`src/rtl/mkdc_pkg.sv`:
```
// ----------------------------------------------------------------------------
// mkdc_pkg
// Shared widths, register indexes and control structs of the comparator.
// ----------------------------------------------------------------------------
package mkdc_pkg;

  // Field widths fixed by the interface.
  localparam int DOC_W     = 10;
  localparam int VAL_W     = 32;
  localparam int KEY_IDX_W = 3;
  localparam int KCNT_W    = 4;
  localparam int RMASK_W   = 8;
  localparam int CFG_IDX_W = 1;
  localparam int CFG_W     = 8;

  // Configuration register indexes.
  localparam logic [CFG_IDX_W-1:0] CFG_KEY_COUNT    = 1'b0;
  localparam logic [CFG_IDX_W-1:0] CFG_REVERSE_MASK = 1'b1;

  // Item mode codes.
  localparam logic MODE_LOAD    = 1'b0;
  localparam logic MODE_COMPARE = 1'b1;

  // Commands from the controller to the datapath.
  typedef struct packed {
    logic capture;   // latch the incoming item
    logic reduce;    // first step of the document slot reduction
    logic fix;       // finish the slot reduction
    logic store;     // write the sort table entry of a load
    logic first;     // read key 0 of both documents
    logic step;      // read the next key while checking the current one
    logic emit_key;  // deliver the answer decided by the current key
    logic emit_tie;  // deliver the score or document tie-break answer
  } mkdc_cmd_t;

  // Status from the datapath to the controller.
  typedef struct packed {
    logic is_compare;   // the held item is a compare
    logic no_keys;      // no sort keys are in use
    logic key_differs;  // the two values of the current key differ
    logic last_key;     // the current key is the last key in use
  } mkdc_stat_t;

endpackage

```
`src/rtl/mkdc_ctrl.sv`:
```
// ----------------------------------------------------------------------------
// mkdc_ctrl
// Sequencer of the comparator: steps each item through slot reduction,
// then a table write, the key walk with its tie-break, or the tie-break alone.
// ----------------------------------------------------------------------------
module mkdc_ctrl (
  input  logic               clk,
  input  logic               rst,
  input  logic               start,
  input  mkdc_pkg::mkdc_stat_t stat,
  output mkdc_pkg::mkdc_cmd_t  cmd,
  output logic               busy
);
  import mkdc_pkg::*;

  typedef enum logic [2:0] {
    S_IDLE,
    S_REDUCE,
    S_FIX,
    S_WRITE,
    S_FIRST,
    S_WALK
  } state_t;

  state_t state;
  state_t state_next;

  // Next state and commands for the current state.
  always_comb begin
    state_next = state;
    cmd        = '0;
    case (state)
      S_IDLE: begin
        if (start) begin
          cmd.capture = 1'b1;
          state_next  = S_REDUCE;
        end
      end
      S_REDUCE: begin
        cmd.reduce = 1'b1;
        state_next = S_FIX;
      end
      S_FIX: begin
        cmd.fix = 1'b1;
        if (!stat.is_compare) begin
          state_next = S_WRITE;
        end else if (stat.no_keys) begin
          cmd.emit_tie = 1'b1;
          state_next   = S_IDLE;
        end else begin
          state_next = S_FIRST;
        end
      end
      S_WRITE: begin
        cmd.store  = 1'b1;
        state_next = S_IDLE;
      end
      S_FIRST: begin
        cmd.first  = 1'b1;
        state_next = S_WALK;
      end
      S_WALK: begin
        if (stat.key_differs) begin
          cmd.emit_key = 1'b1;
          state_next   = S_IDLE;
        end else if (stat.last_key) begin
          cmd.emit_tie = 1'b1;
          state_next   = S_IDLE;
        end else begin
          cmd.step = 1'b1;
        end
      end
      default: begin
        state_next = S_IDLE;
      end
    endcase
  end

  // State register and registered busy flag.
  always_ff @(posedge clk) begin
    if (rst) begin
      state <= S_IDLE;
      busy  <= 1'b0;
    end else begin
      state <= state_next;
      busy  <= (state_next != S_IDLE);
    end
  end

endmodule

```
`config.mk`:
```
export PLATFORM = sky130hd
export DESIGN_NAME = mkdc_ctrl
export DESIGN_NICKNAME = d
export VERILOG_FILES = /design/src/rtl/mkdc_pkg.sv /design/src/rtl/mkdc_ctrl.sv
export SDC_FILE = /design/constraint.sdc
export NUM_CORES = 1
export LEC_CHECK = 0
export BUFFER_PORTS_ARGS = -buffer_cell sky130_fd_sc_hd__buf_4
export CAP_MARGIN = 20
export CORE_AREA = 2 2 39 41
export CTS_BUF_LIST = sky130_fd_sc_hd__clkbuf_16
export CTS_CLUSTER_SIZE = 30
export DETAILED_ROUTE_END_ITERATION = 12
export DIE_AREA = 0 0 41 43
export SYNTH_ARGS = -nofsm -noshare
export SYNTH_HDL_FRONTEND = slang
export SYNTH_SLANG_ARGS = --single-unit
```
`constraint.sdc`:
```
create_clock -name clk -period 3.75 [get_ports clk]
set_input_delay 1.125 -clock clk [delete_from_list [all_inputs] [get_ports clk]]
set_output_delay 1.125 -clock clk [all_outputs]
set_load 0.05 [all_outputs]
```
---- Word-level counts from Yosys, hierarchy flattened ----
Cells that the tools add are included.
word-level totals
  bits in registers ....................... 4
  output and inout bits ................... 9
  word-level logic and storage cells ...... 30
cells by class
  equality and inequality tests ........... 5
  mux-type cells .......................... 21
  reduce and logical (&&, ||, !) cells .... 2
operators with widths
  cell                count
  $mux 3              5
  $pmux 3 s5          1
  $mux 1              13
  $eq 3x2->1 const B  2
  $eq 3x3->1 const B  2
  $eq 3x1->1 const B  1
  $logic_not 3->1     1
  $reduce_bool 3->1   1
  $mux 2              1
  $pmux 1 s2          1

---- Depth between registers and ports, before layout ----
Gate-level depths: netlist (run 1).
  depth in word-level cells ............... 4
  depth in mapped cells ................... 4
  mapped depth without buffers ............ 3

---- Least setup slack after synthesis (run 1) ----
No wires, ideal clock.
  kind .................................... input port to output port
  from .................................... input stat[0] (netlist name)
  to ...................................... output cmd[2] (netlist name)
  arrival ................................. 2.222 ns
  setup slack ............................. 0.403 ns
  stages on the path ...................... 1
  path through ............................ nor3_1
on the way
  cells in the longest elaborated chain, start to end .. 3
RTL lines
  what                RTL line         text
  start: declaration  mkdc_ctrl.sv:10  input mkdc_pkg::mkdc_stat_t stat,
  $mux 1              mkdc_ctrl.sv:66  end else if (stat.last_key) begin
  $mux 1              mkdc_ctrl.sv:63  if (stat.key_differs) begin
  $mux 2              mkdc_ctrl.sv:32  case (state)
  end: declaration    mkdc_ctrl.sv:11  output mkdc_pkg::mkdc_cmd_t cmd,
Every way passes these cells.

==> results of run 1 <==
critical path: stages:
cell and delay (ns):
buf_4 0.09, nor4bb_4 0.30, a22o_1 0.16, buf_4 0.19
cell families after synthesis:
group / after synthesis
AOI/OAI and AO/OA: 9
buffers and inverters: 4
DFF: 4
and+or+nand+nor: 19
layout make-up:
cell class,instances,share of cell area
inverters,1,0.00733
repair buffers,15,0.220
multi-input cells,28,0.430
well taps,16,0.0391
flip-flops and latches,4,0.156
clock buffers,3,0.147
metal layers:
layer | up-vias | part of all wire | track usage
met5 | - | 0 | 0
met4 | 0 | 0 | 0.0800
met3 | 0 | 0.091 | 0.0314
met2 | 12 | 0.45 | 0.128
met1 | 119 | 0.46 | 0.119
li1 | 156 | - | -
sequential cells by signal, indices dropped and copies added, names as in the netlist:
| register | cells |
|---|---|
| state | 3 |
| busy | 1 |
how the worst max path moves through the flow:
stage | cells past startpoint | to | startpoint | slack (ns)
2_1_floorplan | 1 | cmd[2] | stat[0] | 0.40
3_3_place_gp | 4 | cmd[0] | stat[3] | 0.75
3_5_place_dp | 4 | cmd[0] | stat[3] | 0.75
4_1_cts | 4 | cmd[0] | stat[3] | 0.75
5_1_grt | 4 | cmd[0] | stat[3] | 0.70
6_report | 4 | cmd[0] | stat[3] | 0.76
synth_stat cells (2+ instances only):
library cell	instances
nor2_1	4
a21o_1	2
nand2b_1	3
dfxtp_1	4
power groups by stage:
stage	Combinational, uW	Clock (uW)	Sequential, uW
after floorplan	38.7	0	52.2
after CTS	53.0	170	52.1
after global routing	56.3	172	53.4
after global placement	52.9	0	52.9
final	52.4	166	52.1
after detailed placement	52.9	0	52.7
metrics by stage:
step / setup WS, ns / power, uW / cell area (um^2) / utilization / hold WS, ns
detailed placement: 0.747 / 106 / 437 / 0.316 / 0.661
finish: 0.758 / 270 / 512 / 0.370 / 0.667
CTS: 0.747 / 275 / 512 / 0.370 / 0.663
global route: 0.695 / 282 / 512 / 0.370 / 0.728
global placement: 0.751 / 106 / 437 / 0.316 / 0.660
floorplan: 0.403 / 90.9 / 328 / - / 0.519
==> summary.txt, run 1 <==
Synthesis
  • Syn_nets: 43
  • Yosys top cell by area: dfxtp_1
  • Synth Cell Area: 328 um^2
  • Largest family of logic cells by synthesized area: simple AND/OR/NAND/NOR gates
  • Post-synth top area share: 0.244
  • EDFF count, synth: 0
  • Mean post-synth cell area: 9.11 um^2
  • Compound-Gate Fraction of Synth Area: 0.248
  • Register area share after synthesis: 0.244
  • Distinct cells, synth: 27
  • Mux contribution to synthesized area: 0
  • Ys async rst share: 0
  • Register bit total from synthesis: 4
  • Xor-xnor portion of the synthesized cell area: 0
  • Yosys warns: 0
  • Most area-consuming cells after synthesis: dfxtp_1 (24%), nor4bb_4 (7.6%), nand2b_1 (5.7%), o32ai_2 (5.0%), a21o_1 (4.6%)
  • Top_reg_cell synth: dfxtp_1
  • Simple-gate share of the synthesized area: 0.424
  • Adder-Cell Fraction of Synth Area: 0
  • Syn Inst Count: 36

Worst setup path
  • Flop-to-flop setup slack: 2.47 ns
  • CP max FO: 3
  • WS Path Type: input pin to primary output
  • CP endpoint kind: primary output
  • WP data arrival: 1.87 ns
  • Reg-to-reg critical path startpoint: state[1]
  • CP required: 2.62 ns
  • Startpoint types: input pin
  • R2r worst-path depth: 3
  • Reg-to-Reg End: busy

STA
  • Final setup violation count: 0
  • Fin crit share: 0.798
  • Clk_skew: 0.00128 ns
  • Final Hold Viols: 0
  • Tmin final: 2.99 ns
  • Unrepaired setup endpoints after global routing: no
  • Pins Over Slew Limit: 0
  • Total Negative Setup Slacks: 0 ns
  • Slew Limit Headroom: 0.759
  • Fmax: 334 MHz
  • Worst Tran Pin Value: 0.362 ns

GRT
  • Largest net degree at the start of global routing: 12
  • Vias in the first global route: 285
  • Antenna violations before repair: 0
  • Grt ovf: 0
  • All-Layer GR Usage: 0.0964
  • First-pass GRT wire length: 1.10 mm

Cells and area
  • Cell Count, Final, Fillers Out: 67
  • Layout area overhead: 56.1%
  • Fillcell total: 148
  • Net count reported at finish: 60
  • ANT cells: 0
  • Area of the multi-input gates: 220 um^2
  • Layout cells sized above 1: 0.529
  • Reg area: 80.1 um^2
  • Most frequent cells in the layout: buf_4 (15), nor2_1 (4), dfxtp_1 (4), nand2b_1 (3), clkbuf_16 (3)
  • Leading cell type in the layout, fill and taps excluded: buf_4

Hold path
  • Hold Crit Class: flop to flop
  • WHS Path Cells: 1
  • Worst Hold Launch: state[2]
  • Hold endpoint: state[1]

Placement
  • GPL Wtd Cong: 0.597
  • HPWL after DPL: 521 um
  • Input/output buffers: 15
  • Placed cells: 64

Pwr
  • Clock power frac: 0.613
  • Cell-internal power: 205 uW
  • Seq pwr share: 0.193
  • LEAKAGE: 0.000232 uW
  • Combinational power share: 0.194
  • Switch share: 0.242
  • PD cells: 528 nW/um^2
  • Maximum vdd ir drop: 0.000308 V
  • Net Sw Power: 65.4 uW

Clocking
  • Post-CTS setup buffers: 0
  • Max Buffers Root-to-Sink: 2
  • Worst skew pair latency: 0.22 ns
  • Clock root buffer: clkbuf_16
  • TritonCTS buffer count: 3
  • H-tree level count: 1
  • Resize count post-CTS: 0
  • CTS tree: built
  • Clock transition at path regs: 0.03 ns
  • Hold Buf Count CTS: 0
  • Num Clock Sinks: 4

Run status
  • Status: completed

Floorplan
  • Die Y: 43 um
  • Die width: 41 um
  • Initial Util: 0.237
  • Ports: 16
  • FP Rows: 14
  • Die area: 1760 um^2
  • Core ar.: 1380 um^2

Run
  • Max-Cap Viols: 0

Detailed routing
  • Final ANT Viol Nets: 0
  • Routed vias/inst: 4.28
  • Vias: 287
  • Wire per inst: 10.1 um
  • DRC viols: 0
  • Iteration-0 DRC Markers: 0
  • 1st-pass router iterations: 1
  • Routed WL: 679 um
(Power assumes the default switching activity.)
==> inputs of run 2 (changes only) <==
Clock period 3.75 ns to 2.7 ns, I/O delays scaled along.
==> summary.txt, run 2 (synthesis results as in run 1) <==
Pwr
  • Overall power: 377 uW
  • LEAKAGE: 0.000233 uW
  • PD cells: 730 nW/um^2
  • Maximum vdd ir drop: 0.000363 V

STA
  • Total Negative Setup Slacks: 0 ns
  • Pins Over Slew Limit: 0
  • Tmin final: 2.39 ns
  • Clk_skew: 0.00275 ns
  • Fmax: 418 MHz
  • Final setup violation count: 0
  • Worst Tran Pin Value: 0.381 ns
  • Fin crit share: 0.886
  • Unrepaired setup endpoints after global routing: no
  • Slew Limit Headroom: 0.746
  • Final Hold Viols: 0

Detailed routing
  • DRC viols: 0
  • Routed WL: 740 um
  • Vias: 306
  • 1st-pass router iterations: 4
  • Wire per inst: 11.0 um
  • Iteration-0 DRC Markers: 9
  • Routed vias/inst: 4.57
  • Final ANT Viol Nets: 0

Floorplan
  • Die width: 41 um
  • Ports: 16
  • Die Y: 43 um
  • FP Rows: 14
  • Initial Util: 0.237
  • Die area: 1760 um^2
  • Core ar.: 1380 um^2

Clocking
  • Resize count post-CTS: 0
  • Clock root buffer: clkbuf_16
  • Max Buffers Root-to-Sink: 2
  • Hold Buf Count CTS: 0
  • Post-CTS setup buffers: 0
  • CTS tree: built
  • TritonCTS buffer count: 3
  • Num Clock Sinks: 4
  • H-tree level count: 1
  • Worst skew pair latency: 0.23 ns
  • Clock transition at path regs: 0.03 ns

Cells and area
  • Leading cell type in the layout, fill and taps excluded: buf_4
  • Net count reported at finish: 60
  • Regs by FF count: state: 3 flops, busy: 1 flops
  • Max FFs per register: 3
  • Reg area: 80.1 um^2
  • Layout cells sized above 1: 0.549
  • Most frequent cells in the layout: buf_4 (15), nor2_1 (4), dfxtp_1 (4), nand2b_1 (3), clkbuf_16 (3)
  • Fin area: 517 um^2
  • Layout area overhead: 57.6%
  • Most flops, register: state
  • ANT cells: 0
  • Fillcell total: 149
  • Area of the multi-input gates: 225 um^2

Placement
  • GPL Wtd Cong: 0.604
  • Placed inst area: 442 um^2
  • HPWL after DPL: 534 um
  • Input/output buffers: 15

GRT
  • Vias in the first global route: 275
  • First-pass GRT wire length: 1.13 mm
  • Antenna violations before repair: 0
  • Grt ovf: 0
  • Largest net degree at the start of global routing: 12
  • All-Layer GR Usage: 0.100

Worst setup path
  • Top cell by count, worst path: buf_4
  • CP required: 1.89 ns
  • CP endpoint kind: primary output
  • CP max stage delay: 0.32 ns
  • WP data arrival: 1.58 ns
  • CP cell instances: buf_4 > nor4bb_4 > a22o_1 > buf_4
  • WS Path Type: input pin to primary output
  • Startpoint types: input pin
  • Slowest cell on crit path: nor4bb_4
  • CP max FO: 3

Run status
  • Status: completed

Hold path
  • Hold Crit Class: flop to flop

Run
  • Max-Cap Viols: 0
==> run 2: cell counts in the layout (fill, tap and decap cells not counted) <==
Identical to the previous run, type by type.
==> run 2: area by class of cell <==
cell class,count,share of cell area
repair buffers,15,0.218
clock buffers,3,0.145
multi-input cells,28,0.436
inverters,1,0.00726
flip-flops and latches,4,0.155
well taps,16,0.0387
==> run 2: metrics by stage <==
stage	worst slack (ns)	instances	hold WS, ns	util
floorplan	0.267	36	0.519	-
global placement	0.304	64	0.657	0.319
detailed placement	0.296	64	0.667	0.319
CTS	0.296	67	0.674	0.373
global route	0.240	67	0.710	0.373
finish	0.309	67	0.667	0.373
==> run 2: worst paths after layout <==
check | from | to | slack [ns] | cells past startpoint
worst min register to register | state[2] | state[1] | 0.67 | 1
worst min-delay path | state[2] | state[1] | 0.67 | 1
worst max-delay path | stat[3] | cmd[0] | 0.31 | 4
worst max register to register | state[1] | busy | 1.43 | 3
==> run 2: power by group <==
| group | total (uW) | internal [uW] | switching, uW |
|---|---|---|---|
| clock | 232 | 189 | 42.4 |
| sequential | 72.7 | 64.3 | 8.37 |
| combinational | 73.2 | 31.0 | 42.2 |
==> run 2: critical path: cells and delay by family <==
| kind | cells | cell delay, ns |
|---|---|---|
| AO/OA/AOI/OAI | 1 | 0.17 |
| AND/OR/NAND/NOR | 1 | 0.32 |
| buffers and inverters | 2 | 0.28 |
==> run 2: metal layers <==
metal	track usage	vias up	wire [um]
met5	0	-	0
met4	0.0800	0	21
met3	0.0366	2	96
met2	0.150	14	335
met1	0.105	132	286
li1	-	158	-
